==> src/rtl/bgr_to_hsv_range_mask_top_macros.svh <==
// assertion macros for the bgr to hsv range mask block
// no dependencies; included by the top level
`ifndef BGR_TO_HSV_RANGE_MASK_TOP_MACROS_SVH
`define BGR_TO_HSV_RANGE_MASK_TOP_MACROS_SVH

`ifndef NO_ASSERTIONS

// same-cycle implication, checked out of reset
`define BHRM_ASSERT_IMP(label, clk, rst_n, ante, cons) \
	label: assert property (@(posedge clk) disable iff (!rst_n) (ante) |-> (cons)) \
		else $error("bhrm assertion failed");

// next-cycle implication, checked out of reset
`define BHRM_ASSERT_NXT(label, clk, rst_n, ante, cons) \
	label: assert property (@(posedge clk) disable iff (!rst_n) (ante) |=> (cons)) \
		else $error("bhrm assertion failed");

`else

`define BHRM_ASSERT_IMP(label, clk, rst_n, ante, cons)
`define BHRM_ASSERT_NXT(label, clk, rst_n, ante, cons)

`endif

`endif

==> src/rtl/bhrm_pkg.sv <==
`timescale 1ns / 1ps
// shared types, constants and the divider step for the bgr to hsv range mask block
// no dependencies
package bhrm_pkg;

	localparam int DivSteps  = 8;
	// convert, numerators, divider steps, mask/output
	localparam int NumStages = DivSteps + 3;

	typedef enum logic [2:0] {
		RegHueLow  = 3'd0,
		RegHueHigh = 3'd1,
		RegSatLow  = 3'd2,
		RegSatHigh = 3'd3,
		RegValLow  = 3'd4,
		RegValHigh = 3'd5
	} reg_idx_t;

	localparam logic [7:0] HueLowReset  = 8'd0;
	localparam logic [7:0] HueHighReset = 8'd180;
	localparam logic [7:0] SatLowReset  = 8'd0;
	localparam logic [7:0] SatHighReset = 8'd255;
	localparam logic [7:0] ValLowReset  = 8'd0;
	localparam logic [7:0] ValHighReset = 8'd255;

	// hue offset in degrees, as a multiple of delta
	typedef enum logic [1:0] {
		BaseZero = 2'd0,
		Base120  = 2'd1,
		Base240  = 2'd2,
		Base360  = 2'd3
	} hue_base_t;

	// both restoring divisions travel side by side
	typedef struct packed {
		logic [7:0] srem;
		logic [7:0] slo;
		logic [7:0] sdiv;
		logic [7:0] sq;
		logic [8:0] hrem;
		logic [7:0] hlo;
		logic [8:0] hdiv;
		logic [7:0] hq;
		logic [7:0] val;
	} div_word_t;

	// one quotient bit of each division
	function automatic div_word_t div_step(div_word_t d);
		logic [8:0] st;
		logic [9:0] ht;
		div_word_t r;
		r = d;
		st = {d.srem, d.slo[7]};
		ht = {d.hrem, d.hlo[7]};
		r.slo = {d.slo[6:0], 1'b0};
		r.hlo = {d.hlo[6:0], 1'b0};
		if (st >= {1'b0, d.sdiv}) begin
			r.srem = 8'(st - {1'b0, d.sdiv});
			r.sq = {d.sq[6:0], 1'b1};
		end else begin
			r.srem = st[7:0];
			r.sq = {d.sq[6:0], 1'b0};
		end
		if (ht >= {1'b0, d.hdiv}) begin
			r.hrem = 9'(ht - {1'b0, d.hdiv});
			r.hq = {d.hq[6:0], 1'b1};
		end else begin
			r.hrem = ht[8:0];
			r.hq = {d.hq[6:0], 1'b0};
		end
		return r;
	endfunction

endpackage

==> src/rtl/bgr_to_hsv_range_mask_top.sv <==
`timescale 1ns / 1ps
// bgr pixel to half-scale hsv with an inclusive hsv range mask, apb register port
// depends on bhrm_pkg and bgr_to_hsv_range_mask_top_macros.svh
// pipeline: eleven register stages (convert, numerators, eight restoring divider stages,
//   mask/output register)
// throughput: one pixel per cycle; each stage stalls only when it is full and the
//   one after it cannot take its data, so bubbles are squeezed out
// reset: arst_n clears all stage valid bits and loads the range registers to
//   hue 0..180, saturation 0..255, brightness 0..255
module bgr_to_hsv_range_mask_top (
	input  logic       clk,
	input  logic       arst_n,
	input  logic       in_valid,
	output logic       in_ready,
	input  logic [7:0] blue,
	input  logic [7:0] green,
	input  logic [7:0] red,
	output logic       out_valid,
	input  logic       out_ready,
	output logic [7:0] hue,
	output logic [7:0] saturation,
	output logic [7:0] brightness,
	output logic       in_mask,
	input  logic       psel,
	input  logic       penable,
	input  logic       pwrite,
	input  logic [4:0] paddr,
	input  logic [31:0] pwdata,
	output logic [31:0] prdata,
	output logic       pready
);

	localparam int NumStages = bhrm_pkg::NumStages;
	localparam int DivSteps  = bhrm_pkg::DivSteps;

	// range registers
	logic [7:0] hue_low_q, hue_high_q, sat_low_q, sat_high_q, val_low_q, val_high_q;
	logic       cfg_wr;
	bhrm_pkg::reg_idx_t cfg_idx;

	assign pready = 1'b1;
	assign cfg_wr = psel && penable && pwrite;
	assign cfg_idx = bhrm_pkg::reg_idx_t'(paddr[4:2]);

	always_ff @(posedge clk or negedge arst_n) begin
		if (!arst_n) begin
			hue_low_q <= bhrm_pkg::HueLowReset;
			hue_high_q <= bhrm_pkg::HueHighReset;
			sat_low_q <= bhrm_pkg::SatLowReset;
			sat_high_q <= bhrm_pkg::SatHighReset;
			val_low_q <= bhrm_pkg::ValLowReset;
			val_high_q <= bhrm_pkg::ValHighReset;
		end else if (cfg_wr) begin
			case (cfg_idx)
				bhrm_pkg::RegHueLow: hue_low_q <= pwdata[7:0];
				bhrm_pkg::RegHueHigh: hue_high_q <= pwdata[7:0];
				bhrm_pkg::RegSatLow: sat_low_q <= pwdata[7:0];
				bhrm_pkg::RegSatHigh: sat_high_q <= pwdata[7:0];
				bhrm_pkg::RegValLow: val_low_q <= pwdata[7:0];
				bhrm_pkg::RegValHigh: val_high_q <= pwdata[7:0];
				default: ;
			endcase
		end
	end

	always_comb begin
		case (cfg_idx)
			bhrm_pkg::RegHueLow: prdata = {24'd0, hue_low_q};
			bhrm_pkg::RegHueHigh: prdata = {24'd0, hue_high_q};
			bhrm_pkg::RegSatLow: prdata = {24'd0, sat_low_q};
			bhrm_pkg::RegSatHigh: prdata = {24'd0, sat_high_q};
			bhrm_pkg::RegValLow: prdata = {24'd0, val_low_q};
			bhrm_pkg::RegValHigh: prdata = {24'd0, val_high_q};
			default: prdata = 32'd0;
		endcase
	end

	// pipeline control: bit i is the valid of stage i+1
	logic [NumStages-1:0] vld_q;
	logic [NumStages:0]   rdy;
	logic [NumStages-1:0] vin;
	logic [NumStages-1:0] ld;

	assign vin = {vld_q[NumStages-2:0], in_valid};

	always_comb begin
		rdy[NumStages] = out_ready;
		for (int i = NumStages - 1; i >= 0; i--) begin
			rdy[i] = !vld_q[i] || rdy[i+1];
		end
	end

	assign ld = rdy[NumStages-1:0] & vin;
	assign in_ready = rdy[0];
	assign out_valid = vld_q[NumStages-1];

	always_ff @(posedge clk or negedge arst_n) begin
		if (!arst_n) begin
			vld_q <= '0;
		end else begin
			for (int i = 0; i < NumStages; i++) begin
				if (rdy[i]) begin
					vld_q[i] <= vin[i];
				end
			end
		end
	end

	// stage 1: max, min, delta, hue sector and signed channel difference
	logic [7:0] mx, mn;
	logic signed [8:0] sd;
	bhrm_pkg::hue_base_t base;

	always_comb begin
		mx = (green >= blue) ? green : blue;
		if (red >= mx) begin
			mx = red;
		end
		mn = (green < blue) ? green : blue;
		if (red < mn) begin
			mn = red;
		end
		// ties: red wins over green, green over blue
		if (red == mx) begin
			sd = $signed({1'b0, green}) - $signed({1'b0, blue});
			base = (green >= blue) ? bhrm_pkg::BaseZero : bhrm_pkg::Base360;
		end else if (green == mx) begin
			sd = $signed({1'b0, blue}) - $signed({1'b0, red});
			base = bhrm_pkg::Base120;
		end else begin
			sd = $signed({1'b0, red}) - $signed({1'b0, green});
			base = bhrm_pkg::Base240;
		end
	end

	logic [7:0] mx_s1, dl_s1;
	logic signed [8:0] sd_s1;
	bhrm_pkg::hue_base_t base_s1;

	always_ff @(posedge clk) begin
		if (ld[0]) begin
			mx_s1 <= mx;
			dl_s1 <= mx - mn;
			sd_s1 <= sd;
			base_s1 <= base;
		end
	end

	// stage 2: dividends and divisors; grey or black pixels divide 0 by 1
	logic [16:0] base_mul;
	logic signed [17:0] sd_ext, hue_num_full;
	logic [15:0] sat_num;
	logic [16:0] hue_num;
	bhrm_pkg::div_word_t dv_init;

	always_comb begin
		case (base_s1)
			bhrm_pkg::BaseZero: base_mul = 17'd0;
			bhrm_pkg::Base120: base_mul = ({9'd0, dl_s1} << 7) - ({9'd0, dl_s1} << 3);
			bhrm_pkg::Base240: base_mul = ({9'd0, dl_s1} << 8) - ({9'd0, dl_s1} << 4);
			bhrm_pkg::Base360: base_mul = ({9'd0, dl_s1} << 8) + ({9'd0, dl_s1} << 6)
				+ ({9'd0, dl_s1} << 5) + ({9'd0, dl_s1} << 3);
			default: base_mul = 17'd0;
		endcase
		sd_ext = 18'(sd_s1);
		// 60 * diff as 64 - 4
		hue_num_full = $signed({1'b0, base_mul}) + (sd_ext <<< 6) - (sd_ext <<< 2);
		sat_num = {dl_s1, 8'd0} - {8'd0, dl_s1};
		hue_num = hue_num_full[16:0];

		dv_init.sq = 8'd0;
		dv_init.hq = 8'd0;
		dv_init.val = mx_s1;
		if (dl_s1 == 8'd0) begin
			dv_init.srem = 8'd0;
			dv_init.slo = 8'd0;
			dv_init.sdiv = 8'd1;
			dv_init.hrem = 9'd0;
			dv_init.hlo = 8'd0;
			dv_init.hdiv = 9'd1;
		end else begin
			// upper dividend bits already sit below the divisor
			dv_init.srem = sat_num[15:8];
			dv_init.slo = sat_num[7:0];
			dv_init.sdiv = mx_s1;
			dv_init.hrem = hue_num[16:8];
			dv_init.hlo = hue_num[7:0];
			dv_init.hdiv = {dl_s1, 1'b0};
		end
	end

	// dv_s[0] is stage 2, dv_s[k] is divider stage k (pipeline stage k+2)
	bhrm_pkg::div_word_t dv_s [DivSteps+1];

	always_ff @(posedge clk) begin
		if (ld[1]) begin
			dv_s[0] <= dv_init;
		end
	end

	for (genvar k = 1; k <= DivSteps; k++) begin : g_div
		always_ff @(posedge clk) begin
			if (ld[k+1]) begin
				dv_s[k] <= bhrm_pkg::div_step(dv_s[k-1]);
			end
		end
	end

	// last stage: range compare and output register
	logic [7:0] h_fin, s_fin, v_fin;
	logic hue_ok, in_range;

	always_comb begin
		h_fin = dv_s[DivSteps].hq;
		s_fin = dv_s[DivSteps].sq;
		v_fin = dv_s[DivSteps].val;
		if (hue_high_q >= hue_low_q) begin
			hue_ok = (h_fin >= hue_low_q) && (h_fin <= hue_high_q);
		end else begin
			// wrapped range
			hue_ok = (h_fin >= hue_low_q) || (h_fin <= hue_high_q);
		end
		in_range = hue_ok && (s_fin >= sat_low_q) && (s_fin <= sat_high_q)
			&& (v_fin >= val_low_q) && (v_fin <= val_high_q);
	end

	logic [7:0] hue_s11, sat_s11, val_s11;
	logic       mask_s11;

	always_ff @(posedge clk) begin
		if (ld[NumStages-1]) begin
			hue_s11 <= h_fin;
			sat_s11 <= s_fin;
			val_s11 <= v_fin;
			mask_s11 <= in_range;
		end
	end

	assign hue = hue_s11;
	assign saturation = sat_s11;
	assign brightness = val_s11;
	assign in_mask = mask_s11;

`include "bgr_to_hsv_range_mask_top_macros.svh"

	`BHRM_ASSERT_IMP(a_hue_range, clk, arst_n, out_valid, hue < 8'd180)
	`BHRM_ASSERT_IMP(a_black_zero, clk, arst_n, out_valid && brightness == 8'd0,
		saturation == 8'd0 && hue == 8'd0)
	`BHRM_ASSERT_IMP(a_stall_full, clk, arst_n, !in_ready, &vld_q)
	`BHRM_ASSERT_IMP(a_div_rem, clk, arst_n, vld_q[NumStages-2],
		dv_s[DivSteps].srem < dv_s[DivSteps].sdiv && dv_s[DivSteps].hrem < dv_s[DivSteps].hdiv)
	`BHRM_ASSERT_NXT(a_out_fill, clk, arst_n, vld_q[NumStages-2] && rdy[NumStages-1], out_valid)

endmodule
==> config.mk <==
export PLATFORM = sky130hd
export DESIGN_NAME = bgr_to_hsv_range_mask_top
export DESIGN_NICKNAME = d
export VERILOG_FILES = /design/src/rtl/bhrm_pkg.sv /design/src/rtl/bgr_to_hsv_range_mask_top.sv
export VERILOG_INCLUDE_DIRS = /design/src /design/src/rtl
export SDC_FILE = /design/constraint.sdc
export NUM_CORES = 1
export LEC_CHECK = 0
export BUFFER_PORTS_ARGS = -buffer_cell sky130_fd_sc_hd__buf_4
export CAP_MARGIN = 20
export CORE_MARGIN = 5
export CORE_UTILIZATION = 30
export CTS_CLUSTER_SIZE = 40
export DETAILED_ROUTE_END_ITERATION = 12
export PLACE_DENSITY = 0.55
export SLEW_MARGIN = 25
export SYNTH_ARGS = -nofsm -noshare
export SYNTH_HDL_FRONTEND = slang
export SYNTH_SLANG_ARGS = --single-unit
==> constraint.sdc <==
create_clock -name clk -period 12.45 [get_ports clk]
set_input_delay 0 -clock clk [delete_from_list [all_inputs] [get_ports clk]]
set_output_delay 0 -clock clk [all_outputs]
set_load 0.005 [all_outputs]
==> reports/results.txt, run 1 <==
row count = 118
Detail Placement HPWL = 43840 um
Iteration-0 DRC Markers = 870
CTS tree = built
DRC violations left = 0
total grt overflow = 0
wire length per cell = 13.84 um
Layout Utilization = 0.3452
final WL = 57990 um
area grow syn2layout = 14.48%
clk_lat worst skew = 0.62 ns
final slew viol count = 0
Synth Instances = 2628
Leak = 14.69 nW
Final Critical Period = 5.718 ns
diode count = 0
vias in the first global route = 18570
die width = 332.3 um
Primary FF master, synth = edfxtp_1
CTS Buffer Depth = 3
crit path max fanout = 11
crit end category = flip-flop
Slew HR = 0.3823
synth warn = 0
register clock-pin slew on the reported worst setup and hold paths = 0.06 ns
Starting Density = 0.3015
I/O Buffers = 76
FF-to-FF path depth = 22
Hold Fails Final Rpt = 0
Fin Clk Skew = 0.01740 ns
vias = 18670
core area = 103300 um^2
Netlist Area Pre-Place = 31160 um^2
post-CTS setup buffers = 0
cts bufs inserted = 60
Worst EP required = 12.80 ns
Die ar. = 110400 um^2
status = finished, final reports clean
fmax = 0.1749 GHz
Overall Global Routing Usage = 0.1042
clk root buf = clkbuf_16
startpoint types = flip-flop
sequential element share of the synthesized area = 0.5464
cell count of the worst hold path = 3
die height = 332.3 um
Max VDD drop = 136.8 uV
Yosys reg bits = 576
Crit Path Class = reg2reg
Final setup viols = 0
worst hold path class = in2reg
# H-tree levels = 2
Unique masters post-synth = 82
RSZ-0062 raised after global routing = no
DP Cell Count = 4048
layout cells sized above 1 = 0.1100
share of synthesized registers carrying an async set or reset = 0.1024
PD cells = 262.8 nW/um^2
maxcap violations = 0
Layout Cells excl Fill = 4189
TNS Setup = 0 ns
Mean Syn Cell Area = 11.86 um^2
crit path DAT = 6.07 ns
Post-synth EDFFs = 517
Slew @ Worst Pin = 0.9231 ns
# nets final = 3138
initial antenna violation count = 0
Overall Power = 0.009373 W
I/O Pins = 128
crit share post-route = 0.4593
DRT Pass-1 Iters = 5
worst reg2reg setup slack = 6.73 ns
first-pass GRT wire length = 95970 um
largest net degree at the start of global routing = 59
GP Congestion = 0.8343
Vias/cell = 4.456
Routed Antenna Nets = 0
CTS sink cnt = 576
==> cells in the mapped netlist, drive strengths merged (26+ instances only) <==
library cell | n | share of area
nand2b | 51 | 0.010
a21o | 85 | 0.020
dfrtp | 39 | 0.031
nor3 | 28 | 0.0047
clkbuf | 42 | 0.0051
xor2 | 37 | 0.010
nand4 | 40 | 0.0080
buf | 33 | 0.0076
nor2 | 153 | 0.018
fa | 36 | 0.023
ha | 276 | 0.11
edfxtp | 517 | 0.50
o21ai | 169 | 0.028
mux2 | 39 | 0.014
and3 | 26 | 0.0054
a21oi | 174 | 0.029
mux2i | 33 | 0.011
nor2b | 64 | 0.013
nand2 | 132 | 0.016
inv | 332 | 0.040
xnor2 | 91 | 0.026
==> logic make-up after synthesis <==
group / count (synthesis) / share of synthesized area
adders and majority gates: 313 / 0.1343
DFF: 576 / 0.5464
AOI/OAI and AO/OA: 560 / 0.1126
buffers and inverters: 408 / 0.05276
other: 2 / 0.0002410
and+or+nand+nor: 566 / 0.09075
muxes: 75 / 0.02698
xor gates and xnor gates: 128 / 0.03598
==> metal layers <==
metal / track usage / part of all wire / vias to the layer above
met5: 0 / 0 / -
met2: 0.1835 / 0.49 / 213
met4: 0.03098 / 0.028 / 0
li1: - / - / 9609
met3: 0.01774 / 0.033 / 87
met1: 0.1314 / 0.45 / 8757
==> layout by cell type, fill, tap and decap left out, types with 8 or more instances in the layout <==
master,netlist,layout
nand3_1,21,21
nand2_1,131,131
nor3_1,27,27
a211oi_1,9,9
edfxtp_1,517,517
clkinv_1,1,12
a21oi_1,170,170
fa_1,36,36
a21boi_0,11,11
o22ai_1,12,12
conb_1,2,25
or2_2,16,16
o31ai_1,17,17
o21bai_1,9,9
nor2b_1,63,59
dlygate4sd3_1,0,27
xnor2_1,91,91
and2_1,14,9
nor2_1,153,153
a21o_1,85,85
a31oi_1,8,8
o21ai_1,12,12
nand2b_1,51,51
and3_1,25,25
clkbuf_16,0,61
mux2i_1,32,32
nand4_1,40,40
mux2_2,38,38
o21ai_0,153,153
dfrtp_1,39,39
inv_1,331,331
dfstp_2,20,20
o21a_1,14,14
bufinv_16,0,11
buf_4,27,93
clkinv_2,0,17
ha_1,276,276
a311oi_1,9,9
xor2_1,37,37
==> area by class of cell <==
class	instances	area, um^2
clock buffers	64	1538
clock inverters	49	548.0
fillers	10310	67680
inverters	333	1250
multi-input cells	1667	12610
flip-flops and latches	576	17030
well taps	1380	1727
repair buffers	120	968.4
==> per-stage QoR <==
step / hold slack (ns) / worst slack (ns) / cell area, um^2
after floorplan: -0.2956 / 7.283 / 31250
after global placement: 0.1260 / 6.726 / 33310
after detailed placement: 0.1444 / 6.715 / 33310
after CTS: 0.002067 / 6.685 / 35660
after global routing: 0.03229 / 6.291 / 35670
final: 0.04220 / 6.732 / 35670
==> registers in the layout, summed over array words and instances, names as in the netlist, 8 cells and up <==
register,cells
val_low_q,8
dl_s1,8
val_high_q,8
hue_low_q,8
brightness,8
vld_q,11
sat_low_q,8
hue,8
sd_s1,9
mx_s1,8
hue_high_q,8
sat_high_q,8
dv_s,465
saturation,8
==> worst paths after layout <==
check / start / end
max: dl_s1[0] / dv_s[0][41]
min: green[7] / mx_s1[7]
max reg2reg: dl_s1[0] / dv_s[0][41]
min reg2reg: dv_s[0][104] / dv_s[0][179]
max in group asynchronous: arst_n / vld_q[9]
min in group asynchronous: arst_n / vld_q[10]
==> where the power goes <==
part | total [W] | switching (W) | leakage, nW | internal, W
combinational | 0.00411 | 0.00224 | 7.97 | 0.00187
clock | 0.00186 | 0.000741 | 1.02 | 0.00112
sequential | 0.00340 | 0.000331 | 5.70 | 0.00307
==> critical path: stages, from the launching register on <==
cell and delay [ns]:
edfxtp_1 0.62, inv_1 0.27, fa_1 0.58, inv_1 0.05, fa_1 0.48, ha_1 0.30, a21o_1 0.15, a21oi_1 0.20
nand2b_1 0.13, a21boi_0 0.10, o21a_1 0.20, o21ai_0 0.17, o21ai_0 0.11, o22ai_1 0.21, fa_1 0.45, ha_1 0.37
or2_2 0.29, a21oi_1 0.14, a31oi_1 0.08, a21o_1 0.19, a21oi_1 0.16, xnor2_1 0.13, nor2_1 0.05
==> what timing repair did <==
action / CTS / global route
hold buffers: 27 / 0
endpoints found under the hold margin: 121 / 0
resized for setup: 0 / 0
(Power assumes the default switching activity.)
==> run 2, diff against run 1 <==
PLACE_DENSITY = 0.56   (was 0.55)
clock period = 4.73 ns   (was 12.45 ns; I/O delays follow)
==> run 2 against run 1 <==
Effect of this change:
- the flow now finishes with violations (negative setup slack)
- cell count rose by 1.4%
- non-clock buffer count rose by 55
- sequential power rose to 2.6 times the previous value
- first-iteration DRC count fell by 2.5%
- sequential share of layout area fell by 0.65 points
- worst setup slack got worse by 6.8 ns
- cell area rose by 1.4%
- die area did not move
- register-to-register slack got worse by 6.8 ns
- flip-flop and latch count did not move
- critical path type unchanged
==> reports/results.txt, run 2 (synthesized netlist as in run 1, its figures left out) <==
status = finished with violations
failing checks = negative setup slack
crit path DAT = 5.17 ns (-0.90 ns)
Fin Clk Skew = 0.02415 ns (+0.006746 ns)
fmax = 0.2077 GHz (+19%)
I/O Buffers = 76 (unchanged)
Leak = 14.93 nW (+1.6%)
Final Critical Period = 4.814 ns (-0.9040 ns)
Hold Fails Final Rpt = 0 (unchanged)
wire length per cell = 14.11 um (+2.0%)
final WL = 59950 um (+3.4%)
DRC violations left = 0 (unchanged)
delay of the slowest cell on the worst path = 0.51 ns (-0.11 ns)
first-pass GRT wire length = 98550 um (+2.7%)
DRT Pass-1 Iters = 5 (unchanged)
sequential fraction of design power = 0.338 (-0.025)
Psw = 0.009418 W (+180%)
# H-tree levels = 2 (unchanged)
GP Congestion = 0.8503 (+1.9%)
Max VDD drop = 487.9 uV (+260%)
crit share post-route = 1.018 (+0.5584)
die width = 332.3 um (unchanged)
clk root buf = clkbuf_16
Largest register FFs = 465 (unchanged)
Detail Placement HPWL = 45870 um (+4.6%)
largest net degree at the start of global routing = 60 (+1.7%)
Starting Density = 0.3015 (unchanged)
crit path max fanout = 4 (-7)
CTS tree = built
maxcap violations = 0 (unchanged)
area grow syn2layout = 16.06%
crit end category = flip-flop
clock network fraction of total power = 0.178 (-0.021)
core area = 103300 um^2 (unchanged)
WHS = 0.02943 ns (-0.01278 ns)
Setup WS pre-CTS = -0.2320 ns (-6.947 ns)
PD cells = 724.9 nW/um^2 (+180%)
Largest regs = dv_s: 465 flops, vld_q: 11 flops, sd_s1: 9 flops
most flop-heavy register = dv_s
Slew HR = 0.3309 (-0.05146)
final slew viol count = 0 (unchanged)
Worst EP required = 5.08 ns (-7.72 ns)
cts bufs inserted = 61 (+1.7%)
vias in the first global route = 19120 (+2.9%)
critical path's slowest cell = fa_1
Layout Utilization = 0.3499 (+0.004746)
Die ar. = 110400 um^2 (unchanged)
total grt overflow = 0 (unchanged)
Final setup viols = 2 (+2)
setup ws final = -0.08377 ns (-6.816 ns)
row count = 118 (unchanged)
crit-path cells = clkinvlp_4, fa_1, inv_1, fa_1, inv_1, fa_2, nor2b_1, o21ai_1, nor3b_1, or3_1, o21ai_0, a21oi_1, fa_1, inv_1, ha_4, and3_4, nand3_2, a31oi_2, a21o_1, a21oi_2, xnor2_1, nor2_1
most common cell after layout, fill and taps aside = edfxtp_1
diode count = 0 (unchanged)
Comb pwr share = 0.484 (+0.046)
Vias/cell = 4.487 (+0.71%)
Overall Global Routing Usage = 0.1071 (+0.002969)
CTS sink cnt = 576 (unchanged)
startpoint types = flip-flop
I/O Pins = 128 (unchanged)
Crit Path Class = reg2reg
vias = 19060 (+2.1%)
switching part of the total = 0.3593 (+0.005570)
RSZ-0062 raised after global routing = yes
# nets final = 3194 (+1.8%)
worst hold path class = in2async
Internal Power = 0.01680 W (+180%)
die height = 332.3 um (unchanged)
register clock-pin slew on the reported worst setup and hold paths = 0.06 ns (about the same)
most frequent cells in the layout = edfxtp_1 (517), inv_1 (327), ha_1 (273)
layout cells sized above 1 = 0.1371 (+0.02707)
Routed Antenna Nets = 0 (unchanged)
Slew @ Worst Pin = 1.000 ns (+0.07691 ns)
initial antenna violation count = 0 (unchanged)
Iteration-0 DRC Markers = 848 (-2.5%)
clk_lat worst skew = 0.62 ns (about the same)
CTS Buffer Depth = 3 (unchanged)
==> run 2: worst paths after layout <==
check | cells after the start | to | slack, ns | from
setup / recovery | 22 | dv_s[0][41] | -0.08 | dl_s1[0]
hold / removal | 2 | vld_q[9] | 0.03 | arst_n
setup reg to reg | 22 | dv_s[0][41] | -0.08 | dl_s1[0]
hold reg to reg | 0 | dv_s[0][450] | 0.40 | dv_s[0][376]
max in group asynchronous | 2 | val_low_q[2] | 4.16 | arst_n
min in group clk | 3 | sd_s1[0] | 0.06 | blue[0]
==> run 2: critical path: cells and delay by family (launching register included) <==
kind | cells | cell delay (ns)
DFF | 1 | 0.42
AOI/OAI and AO/OA | 6 | 0.70
and+or+nand+nor | 6 | 0.87
adders and majority gates | 5 | 2.10
buffers and inverters | 4 | 0.30
xor gates and xnor gates | 1 | 0.14
==> run 2: layout make-up <==
cell class / count / area, um^2
Fill cell: 10190 / 67190
Sequential cell: 576 / 17030
Multi-Input combinational cell: 1667 / 12770
Tap cell: 1380 / 1727
Clock buffer: 71 / 1585
Timing Repair Buffer: 175 / 1386
Inverter: 333 / 1256
Clock inverter: 45 / 414.1
==> run 2: routing by layer <==
| metal | wire length, um | share of wire | global-route usage |
|---|---|---|---|
| met5 | 0 | 0 | 0 |
| met4 | 1370 | 0.023 | 0.02765 |
| met3 | 2000 | 0.033 | 0.01768 |
| met2 | 29790 | 0.50 | 0.1897 |
| met1 | 26790 | 0.45 | 0.1365 |
==> run 2: power groups by stage <==
stage | sequential, W | clock, W | combinational (W)
after floorplan | 0.00869 | 0 | 0.00908
after global placement | 0.00897 | 0 | 0.0121
after detailed placement | 0.00900 | 0 | 0.0122
after CTS | 0.00890 | 0.00484 | 0.0126
after global routing | 0.00906 | 0.00506 | 0.0144
final | 0.00887 | 0.00467 | 0.0127
==> run 2: repair_timing <==
| action | 4_1_cts | 5_1_grt |
|---|---|---|
| endpoints found under the hold margin | 121 | 3 |
| hold buffers | 24 | 2 |
| setup endpoints to repair | 4 | 12 |
| buffers inserted | 3 | 2 |
| gates resized for setup | 14 | 11 |
| pin swaps | 5 | 6 |
==> run 2: per-stage QoR <==
step | cells | total power [W] | cell area [um^2] | setup TNS [ns]
floorplan | 2651 | 0.01777 | 31330 | -0.1031
global placement | 4100 | 0.02103 | 33770 | -0.1544
detailed placement | 4100 | 0.02122 | 33770 | -0.4400
CTS | 4243 | 0.02637 | 36070 | -0.07034
global route | 4247 | 0.02854 | 36160 | -1.155
finish | 4247 | 0.02621 | 36160 | -0.1325
